<file path="config.mk">
export PLATFORM = sky130hd
export DESIGN_NAME = html_script_body_extractor
export DESIGN_NICKNAME = d
export VERILOG_FILES = /design/src/rtl/hsbe_pkg.sv /design/src/rtl/html_script_body_extractor.sv
export SDC_FILE = /design/constraint.sdc
export NUM_CORES = 1
export LEC_CHECK = 0
export BUFFER_PORTS_ARGS = -buffer_cell sky130_fd_sc_hd__buf_2
export CORE_MARGIN = 2
export CORE_UTILIZATION = 57
export CTS_BUF_LIST = sky130_fd_sc_hd__clkbuf_4 sky130_fd_sc_hd__clkbuf_8 sky130_fd_sc_hd__clkbuf_16
export CTS_CLUSTER_DIAMETER = 100
export DETAILED_ROUTE_END_ITERATION = 10
export PLACE_DENSITY = 0.73
export SLEW_MARGIN = 20
export SYNTH_ARGS = -nofsm -noshare
export SYNTH_HDL_FRONTEND = slang
export SYNTH_SLANG_ARGS = --single-unit
</file>
<file path="constraint.sdc">
create_clock -name clk -period 5 [get_ports clk]
set_input_delay 0.5 -clock clk [delete_from_list [all_inputs] [get_ports clk]]
set_output_delay 0.5 -clock clk [all_outputs]
set_load 0.02 [all_outputs]
</file>
<file path="src/rtl/hsbe_pkg.sv">
// ----------------------------------------------------------------------------
// HTML script body extractor package
// Mode codes, character constants, pattern tables and the result entry type.
// ----------------------------------------------------------------------------
`default_nettype none

package hsbe_pkg;

  // Most results one input byte can cause: '<', six held bytes, the byte
  // itself and an end marker
  localparam int unsigned RES_DEPTH = 9;
  // Depth of the held close-tag prefix
  localparam int unsigned HOLD_DEPTH = 6;
  // Bytes that can be emitted for one input (all but the end marker)
  localparam int unsigned SEQ_DEPTH = RES_DEPTH - 1;

  // Length of a pattern once it is fully matched
  localparam logic [2:0] OPEN_DONE  = 3'd7;
  // Index of the last character of "/script"
  localparam logic [2:0] CLOSE_LAST = 3'd6;

  localparam logic [7:0] CH_LT   = 8'h3C;  // '<'
  localparam logic [7:0] CH_GT   = 8'h3E;  // '>'
  localparam logic [7:0] CH_BANG = 8'h21;  // '!'
  localparam logic [7:0] CH_NL   = 8'h0A;  // newline

  typedef enum logic [2:0] {
    MODE_SEARCH = 3'd0,  // look for "<script" or "<SCRIPT"
    MODE_OPEN   = 3'd1,  // skip to '>' of the opening tag
    MODE_BODY   = 3'd2,  // emit body bytes
    MODE_LT     = 3'd3,  // after '<' in a body, matching "/script"
    MODE_BANG   = 3'd4,  // drop up to newline
    MODE_CLOSE  = 3'd5   // skip to '>' of the closing tag
  } mode_t;

  typedef enum logic {
    KIND_BODY = 1'b0,
    KIND_END  = 1'b1
  } kind_t;

  typedef struct packed {
    kind_t      kind;
    logic [7:0] data;
    logic       first;
  } rslt_t;

  // "<script" by position
  function automatic logic [7:0] open_lo_char(input logic [2:0] idx);
    logic [7:0] c;
    case (idx)
      3'd0:    c = 8'h3C;
      3'd1:    c = 8'h73;
      3'd2:    c = 8'h63;
      3'd3:    c = 8'h72;
      3'd4:    c = 8'h69;
      3'd5:    c = 8'h70;
      3'd6:    c = 8'h74;
      default: c = 8'h00;
    endcase
    return c;
  endfunction

  // "<SCRIPT" by position
  function automatic logic [7:0] open_up_char(input logic [2:0] idx);
    logic [7:0] c;
    case (idx)
      3'd0:    c = 8'h3C;
      3'd1:    c = 8'h53;
      3'd2:    c = 8'h43;
      3'd3:    c = 8'h52;
      3'd4:    c = 8'h49;
      3'd5:    c = 8'h50;
      3'd6:    c = 8'h54;
      default: c = 8'h00;
    endcase
    return c;
  endfunction

  // "/script" by position
  function automatic logic [7:0] close_char(input logic [2:0] idx);
    logic [7:0] c;
    case (idx)
      3'd0:    c = 8'h2F;
      3'd1:    c = 8'h73;
      3'd2:    c = 8'h63;
      3'd3:    c = 8'h72;
      3'd4:    c = 8'h69;
      3'd5:    c = 8'h70;
      3'd6:    c = 8'h74;
      default: c = 8'h00;
    endcase
    return c;
  endfunction

  // Fold upper case ASCII letters to lower case
  function automatic logic [7:0] fold(input logic [7:0] b);
    logic [7:0] r;
    if (b inside {[8'h41:8'h5A]}) begin
      r = b + 8'd32;
    end else begin
      r = b;
    end
    return r;
  endfunction

  // Advance a partial match of an opening tag by one byte
  function automatic logic [2:0] adv_open(input logic [2:0] m, input logic [7:0] pat_c,
                                          input logic [7:0] b);
    logic [2:0] r;
    if (m != OPEN_DONE && b == pat_c) begin
      r = m + 3'd1;
    end else if (b == CH_LT) begin
      r = 3'd1;
    end else begin
      r = 3'd0;
    end
    return r;
  endfunction

endpackage

`default_nettype wire

</file>
<file path="src/rtl/html_script_body_extractor.sv">
// ----------------------------------------------------------------------------
// HTML script body extractor
// Passes on only the bytes inside script elements of an HTML byte stream.
// ----------------------------------------------------------------------------
// Input channel: one document byte per transaction (in_valid / in_stall),
// with in_end_of_doc high on the last byte of a document. Result channel:
// body bytes and end-of-script markers (out_valid / out_stall), with
// out_first_of_script on the first body byte of a script and out_last_of_run
// on the last result caused by one input byte.
// The opening tag is "<script" or "<SCRIPT"; the close is "</script" in any
// case. A document end closes an open script with an end marker.
// Results of a byte are registered and appear in the cycle after it is taken.
// While the receiver does not stall and each byte causes zero or one result,
// the block runs at one byte per cycle. A byte causing more than one result (a
// failed close-tag match flushing its held prefix, or a byte and an end
// marker) stalls the input while the buffer drains one entry per unstalled
// cycle; the next byte is taken in the cycle its last entry leaves.
// Reset (rst_n low, synchronous) empties the result buffer and returns the
// parser to searching for an opening tag. When the receiver stalls, the
// buffered results hold and in_stall rises once the buffer cannot empty.
// ----------------------------------------------------------------------------
`default_nettype none

module html_script_body_extractor
  import hsbe_pkg::*;
(
  input  wire logic       clk,
  input  wire logic       rst_n,
  // input channel
  input  wire logic       in_valid,
  output      logic       in_stall,
  input  wire logic [7:0] in_byte_in,
  input  wire logic       in_end_of_doc,
  // result channel
  output      logic       out_valid,
  input  wire logic       out_stall,
  output      logic       out_kind,
  output      logic [7:0] out_byte_out,
  output      logic       out_first_of_script,
  output      logic       out_last_of_run
);

  // Parser state
  mode_t      mode_r, mode_nxt;
  logic [2:0] lo_r, lo_nxt;
  logic [2:0] up_r, up_nxt;
  logic [2:0] len_r, len_nxt;
  logic [7:0] held_r [HOLD_DEPTH];
  logic [7:0] held_nxt [HOLD_DEPTH];
  logic       started_r, started_nxt;

  // Result buffer, entry 0 is at the output
  rslt_t      q_r [RES_DEPTH];
  rslt_t      q_nxt [RES_DEPTH];
  logic [3:0] cnt_r, cnt_nxt;

  // Decode of the current byte
  logic       in_accept;
  logic       out_take;
  logic       flush;
  logic       tail;
  logic       single;
  logic       close_hit;
  logic       held_wr;
  logic [2:0] lo_adv;
  logic [2:0] up_adv;
  logic [3:0] nb;
  logic       marker;
  logic [7:0] seq [SEQ_DEPTH];
  rslt_t      res [RES_DEPTH];
  logic [3:0] res_cnt;

  // Handshake
  assign in_stall  = (cnt_r > 4'd1) || ((cnt_r == 4'd1) && out_stall);
  assign in_accept = in_valid && !in_stall;
  assign out_valid = (cnt_r != 4'd0);
  assign out_take  = out_valid && !out_stall;

  // Byte decode: what this byte does in the current mode
  always_comb begin
    flush     = 1'b0;
    tail      = 1'b0;
    single    = 1'b0;
    close_hit = 1'b0;
    held_wr   = 1'b0;
    lo_adv    = adv_open(lo_r, open_lo_char(lo_r), in_byte_in);
    up_adv    = adv_open(up_r, open_up_char(up_r), in_byte_in);
    case (mode_r)
      MODE_BODY: begin
        single = (in_byte_in != CH_LT);
      end
      MODE_LT: begin
        if (len_r == 3'd0 && in_byte_in == CH_BANG && !started_r) begin
          flush = 1'b0;
        end else if (len_r != OPEN_DONE && fold(in_byte_in) == close_char(len_r)) begin
          if (len_r == CLOSE_LAST) begin
            close_hit = 1'b1;
          end else begin
            held_wr = 1'b1;
            // document ends inside a partial close: flush it with this byte
            flush   = in_end_of_doc;
            tail    = in_end_of_doc;
          end
        end else begin
          flush = 1'b1;
          tail  = (in_byte_in != CH_LT);
        end
      end
      MODE_BANG: begin
        single = (in_byte_in == CH_NL);
      end
      default: begin
        single = 1'b0;
      end
    endcase
  end

  // Next state
  always_comb begin
    mode_nxt    = mode_r;
    lo_nxt      = lo_r;
    up_nxt      = up_r;
    len_nxt     = len_r;
    held_nxt    = held_r;
    started_nxt = close_hit ? 1'b0 : (started_r || nb != 4'd0);
    case (mode_r)
      MODE_OPEN: begin
        if (in_byte_in == CH_GT) mode_nxt = MODE_BODY;
      end
      MODE_BODY: begin
        if (in_byte_in == CH_LT) begin
          mode_nxt = MODE_LT;
          len_nxt  = 3'd0;
        end
      end
      MODE_LT: begin
        if (close_hit) begin
          mode_nxt = MODE_CLOSE;
          len_nxt  = 3'd0;
        end else if (held_wr) begin
          held_nxt[len_r] = in_byte_in;
          len_nxt         = len_r + 3'd1;
        end else if (flush) begin
          len_nxt  = 3'd0;
          mode_nxt = tail ? MODE_BODY : MODE_LT;
        end else begin
          mode_nxt = MODE_BANG;
        end
      end
      MODE_BANG: begin
        if (in_byte_in == CH_NL) mode_nxt = MODE_BODY;
      end
      MODE_CLOSE: begin
        if (in_byte_in == CH_GT) mode_nxt = MODE_SEARCH;
      end
      default: begin
        if (lo_adv == OPEN_DONE || up_adv == OPEN_DONE) begin
          lo_nxt   = 3'd0;
          up_nxt   = 3'd0;
          mode_nxt = MODE_OPEN;
        end else begin
          lo_nxt   = lo_adv;
          up_nxt   = up_adv;
          mode_nxt = MODE_SEARCH;
        end
      end
    endcase
    // end of document returns everything to reset
    if (in_end_of_doc) begin
      mode_nxt    = MODE_SEARCH;
      lo_nxt      = 3'd0;
      up_nxt      = 3'd0;
      len_nxt     = 3'd0;
      started_nxt = 1'b0;
    end
  end

  // Result list for this byte: emitted bytes, then an optional end marker
  always_comb begin
    if (flush) begin
      nb = 4'd1 + {1'b0, len_r} + {3'b000, tail};
    end else begin
      nb = {3'b000, single};
    end
    marker = close_hit ? started_r : (in_end_of_doc && (started_r || nb != 4'd0));
    res_cnt = nb + {3'b000, marker};

    // byte sequence: '<', held prefix, then the current byte
    seq[0] = flush ? CH_LT : in_byte_in;
    for (int j = 1; j <= int'(HOLD_DEPTH); j++) begin
      seq[j] = (3'(j - 1) < len_r) ? held_r[j - 1] : in_byte_in;
    end
    seq[SEQ_DEPTH - 1] = in_byte_in;

    for (int j = 0; j < int'(SEQ_DEPTH); j++) begin
      if (4'(j) < nb) begin
        res[j].kind  = KIND_BODY;
        res[j].data  = seq[j];
        res[j].first = (j == 0) && !started_r;
      end else begin
        res[j].kind  = (4'(j) == nb && marker) ? KIND_END : KIND_BODY;
        res[j].data  = 8'h00;
        res[j].first = 1'b0;
      end
    end
    res[RES_DEPTH - 1].kind  = (nb == 4'(SEQ_DEPTH) && marker) ? KIND_END : KIND_BODY;
    res[RES_DEPTH - 1].data  = 8'h00;
    res[RES_DEPTH - 1].first = 1'b0;
  end

  // Result buffer: load on accept, shift on take
  always_comb begin
    q_nxt   = q_r;
    cnt_nxt = cnt_r;
    if (in_accept) begin
      q_nxt   = res;
      cnt_nxt = res_cnt;
    end else if (out_take) begin
      for (int j = 0; j < int'(RES_DEPTH) - 1; j++) begin
        q_nxt[j] = q_r[j + 1];
      end
      cnt_nxt = cnt_r - 4'd1;
    end
  end

  // Control registers
  always_ff @(posedge clk) begin
    if (!rst_n) begin
      mode_r    <= MODE_SEARCH;
      lo_r      <= 3'd0;
      up_r      <= 3'd0;
      len_r     <= 3'd0;
      started_r <= 1'b0;
      cnt_r     <= 4'd0;
    end else begin
      cnt_r <= cnt_nxt;
      if (in_accept) begin
        mode_r    <= mode_nxt;
        lo_r      <= lo_nxt;
        up_r      <= up_nxt;
        len_r     <= len_nxt;
        started_r <= started_nxt;
      end
    end
  end

  // Payload registers
  always_ff @(posedge clk) begin
    q_r <= q_nxt;
    if (in_accept) held_r <= held_nxt;
  end

  // Output fields
  assign out_kind            = q_r[0].kind;
  assign out_byte_out        = q_r[0].data;
  assign out_first_of_script = q_r[0].first;
  assign out_last_of_run     = (cnt_r == 4'd1);

  // Assertions
  a_drain_step: assert property (@(posedge clk) disable iff (!rst_n)
    (out_take && cnt_r > 4'd1) |=> (cnt_r == $past(cnt_r) - 4'd1))
    else $error("result buffer did not drain by one entry");

  a_marker_last: assert property (@(posedge clk) disable iff (!rst_n)
    (out_valid && out_kind) |-> out_last_of_run)
    else $error("end marker is not the last result of its run");

  a_first_body: assert property (@(posedge clk) disable iff (!rst_n)
    (out_valid && out_first_of_script) |-> (!out_kind && out_byte_out != CH_LT ||
                                            !out_kind))
    else $error("first-of-script flag on an end marker");

  a_eod_reset: assert property (@(posedge clk) disable iff (!rst_n)
    (in_accept && in_end_of_doc) |=> (mode_r == MODE_SEARCH && !started_r &&
                                      lo_r == 3'd0 && up_r == 3'd0))
    else $error("parser state not cleared after end of document");

  a_len_range: assert property (@(posedge clk) disable iff (!rst_n)
    (len_r <= CLOSE_LAST) && (cnt_r <= 4'(RES_DEPTH)))
    else $error("close prefix length or result count out of range");

endmodule

`default_nettype wire

</file>
==> impl_metrics.csv <==
group,metric,value,unit
timing,worst_pin_slew,1020,ps
timing,finalHoldViolCount,0,
timing,setup_viol,0,
yosys,synth_area_per_cell,11.1,µm²
critical_path,crit_arrival,5130,ps
clock_network,cts.sinks,139,
yosys,syn-cell-area,7740,µm²
yosys,yosys.area.top_type,"edfxtp_1",
critical_path,reg2reg_depth,20,
clock_network,clkLatencyLatePin,430,ps
clock_network,clock_tree.buffer_depth,2,
placed_design,hpwl,13000,µm
floorplan,die_w,121,µm
yosys,ys.flop_type,"edfxtp_1",
timing,fin_crit,4780,ps
detailed_routing,remaining_drc_errors,0,
hold_path,holdCritPathClass,"input pin to register",
yosys,yosys.area.top_type_share,47.3,%
critical_path,r2r-end,"cnt_r[2]$_SDFFE_PN0P_",
floorplan,die_y,121,µm
global_route,grt_overflow,0,
yosys,syn_nets,733,
final_layout,diodes,0,
final_layout,fin_util,65.4,%
floorplan,start_util,58.5,%
critical_path,crit_start,"len_r[0]$_SDFFE_PN0P_",
critical_path,cp-start-kind,"register",
detailed_routing,vias_per_cell,6.43,
detailed_routing,firstDrtPassIters,5,
timing,fin_tns_setup,0,ps
yosys,synth-seq-cells,139,
outcome,status,"finished, final reports clean",
power_and_ir_drop,p_leak,3.24,nW
global_route,grt_max_degree,74,
clock_network,cts_tree,"done",
final_layout,syn_to_final_growth,11.8,%
timing,worst_clock_skew,6.34,ps
placed_design,gp_congestion,0.921,
global_route,grt_pass1_vias,5564,
job,max_cap_violations,0,
critical_path,cp_max_fo,9,
yosys,synthCells,695,
clock_network,clock_tree.root_cell,"clkbuf_16",
global_route,grt_pass1_wl,30400,µm
timing,fmax,0.209,GHz
critical_path,slowest_stage,"or4_1",
final_layout,drive_gt1_share,17.6,%
floorplan,dieArea,14500,µm²
global_route,antenna_found_initial,1,
hold_path,min_path_cells,1,
detailed_routing,postRouteAntennaNets,0,
critical_path,critPathMostFrequentCell,"ha_1",
timing,slew_violations,0,
critical_path,worstPathCellList,"inv_1, ha_2, or4_1, a32oi_2, and3_1, and4_4, nor2_2, nand2_1, ha_2, inv_1, ha_1, xnor2_4, o21ai_2, nor2_2, o31ai_1, o21a_1, ha_1, ha_1, or4_1, a31oi_1",
critical_path,crit_type,"register to register",
critical_path,critPathMaxStageDelay,530,ps
yosys,synthTopCellsByArea,"edfxtp_1 47%, mux2i_1 5.0%, dfxtp_1 4.4%",
yosys,synthArstFlopShare,0,%
detailed_routing,totalWireLength,19400,µm
clock_network,cts_max_level,4,
clock_network,cts_made_buffers,17,
global_route,grt_usage,27.6,%
final_layout,fillerInstances,1033,
yosys,ys_seq_area_share,51.7,%
detailed_routing,vias,5772,
floorplan,ios,26,
critical_path,r2r_start,"len_r[0]$_SDFFE_PN0P_",
yosys,synth_edf_count,122,
yosys,synth_cell_types,77,
critical_path,reg2reg_slack,220,ps
power_and_ir_drop,p_per_area,482,nW/µm²
placed_design,portBuffers,25,
floorplan,core_area,13200,µm²
clock_network,path_clk_slew,60,ps
timing,layout_worst_path_cycle_share,95.7,%
critical_path,cp.required,5350,ps
power_and_ir_drop,vdd_drop_max,0.454,mV
yosys,yosysWarnings,0,
detailed_routing,avgRoutedWirePerCell,21.6,µm
final_layout,nNetsFinal,746,
critical_path,critical_path.endpoint,"cnt_r[2]$_SDFFE_PN0P_",
critical_path,crit_path_end_kind,"register",
detailed_routing,initialDrtViolationCount,773,
floorplan,rows,42,
timing,slew_headroom,31.9,%
-- worst max-delay path, delay by kind of cell, from the launching register on --
family | cells | cell delay (ps)
AO/OA/AOI/OAI | 5 | 940
XOR/XNOR | 1 | 250
AND/OR/NAND/NOR | 7 | 1840
buffers and inverters | 2 | 180
flip-flops | 1 | 340
adder cells (fa/ha/maj) | 5 | 1180
-- layout make-up --
cell class | count | area [µm²] | share of cell area [%]
flip-flops and latches | 139 | 4000 | 46.2
clock buffers | 17 | 425 | 4.91
well taps | 176 | 220 | 2.54
multi-input cells | 478 | 3450 | 39.9
repair buffers | 50 | 313 | 3.61
inverters | 22 | 82.6 | 0.954
clock inverters | 15 | 160 | 1.85
-- per-stage QoR --
step | instances | hold WS (ps) | setup WS, ps | instance area, µm² | total power [mW]
3_3_place_gp | 864 | 494 | 357 | 8020 | 2.91
5_1_grt | 897 | 438 | -32.3 | 8660 | 4.37
4_1_cts | 896 | 430 | 111 | 8610 | 4.18
3_5_place_dp | 864 | 512 | 204 | 8030 | 2.94
6_report | 897 | 443 | 215 | 8660 | 4.17
2_1_floorplan | 695 | 474 | 17.3 | 7770 | 2.66
-- cell usage after synthesis (3+ instances only) --
master and count:
nor2_1 29, a211o_1 5, inv_1 21, o21ai_1 12, nand4_1 5, a21boi_1 4
or4_1 5, nor3_1 13, nand3_1 16, xnor2_1 4, xor2_1 9, clkbuf_1 32
buf_2 10, nand2b_1 6, nand4b_1 5, o31a_1 3, nor4_1 6, mux2i_1 39
dfxtp_1 17, a211oi_1 3, and4_1 12, a21oi_1 7, and3_1 6, and4b_1 3
o211ai_1 3, a21o_1 5, buf_4 9, o21a_1 3, a21boi_0 9, or4b_1 3
edfxtp_1 122, mux2_2 15, o31ai_1 10, nor2b_1 7, o21ai_0 44, nor3b_1 5
nand2_1 87, buf_6 3, ha_1 25, a31oi_1 6, and2_1 4, a32o_1 17
or3_1 3
-- sequential cells by signal (all words and copies together) (netlist names) --
name                 cells
q_r                     64
held_r                  48
out_byte_out             8
cnt_r                    4
len_r                    3
lo_r                     3
mode_r                   3
up_r                     3
out_first_of_script      1
out_kind                 1
started_r                1
-- repair_timing --
item                                   CTS  global route
buffers inserted                         0             1
gates resized for setup                  0             6
endpoints found under the hold margin    0             0
hold buffers                             0             0
setup endpoints to repair                0             1
-- cells in the final DEF (no fill, tap or decap), drive strengths merged, types with 4 or more instances in the layout --
master and n:
a32o 18, o21ai 57, buf 50, clkinv 4, mux2i 40, and4 13, clkbuf 17, nor3 14
inv 28, nand4b 5, o31ai 11, a31oi 6, nor2b 7, edfxtp 122, a21oi 7, or4 5
nor4 9, nand2b 6, nor3b 6, nand4 5, a21boi 13, nor2 30, nand3 16, dfxtp 17
and3 6, nand2 87, a21o 5, xnor2 4, and2 4, a211o 5, xor2 9, mux2 15
clkinvlp 4, ha 25
-- worst min-delay path by stage --
stage	start	endpoint	slack, ps
after floorplan	lo_r[1]$_SDFFE_PN0P_	lo_r[1]$_SDFFE_PN0P_	470
after global placement	lo_r[1]$_SDFFE_PN0P_	lo_r[1]$_SDFFE_PN0P_	490
after detailed placement	q_r[69]$_DFFE_PP_	q_r[79]$_DFFE_PP_	510
after CTS	in_byte_in[6]	held_r[6]$_DFFE_PP_	430
after global routing	in_byte_in[6]	held_r[6]$_DFFE_PP_	440
final	in_byte_in[6]	held_r[6]$_DFFE_PP_	440
-- power by group --
group          internal (mW)  leakage (nW)  switching [mW]  total [mW]
registers               1.80          1.31           0.110        1.91
clock network          0.703         0.274           0.533        1.24
logic                  0.305          1.66           0.727        1.03
-- logic make-up after synthesis --
family	Yosys count	synth area share (%)
AOI/OAI and AO/OA	155	14.6
buffers and inverters	78	4.67
DFF	139	51.7
adders and majority gates	25	4.04
muxes	55	7.40
and+or+nand+nor	230	16.2
xor gates and xnor gates	13	1.47
-- routing by layer --
layer  part of all wire [%]  vias up  GRT usage (%)
li1                       -     2679              -
met1                     43     2837           38.1
met2                     49      234           44.2
met3                    6.7       22           5.66
met4                    1.3        0           8.28
met5                      0        -              0
No activity file was read; power rests on OpenSTA's default activity.
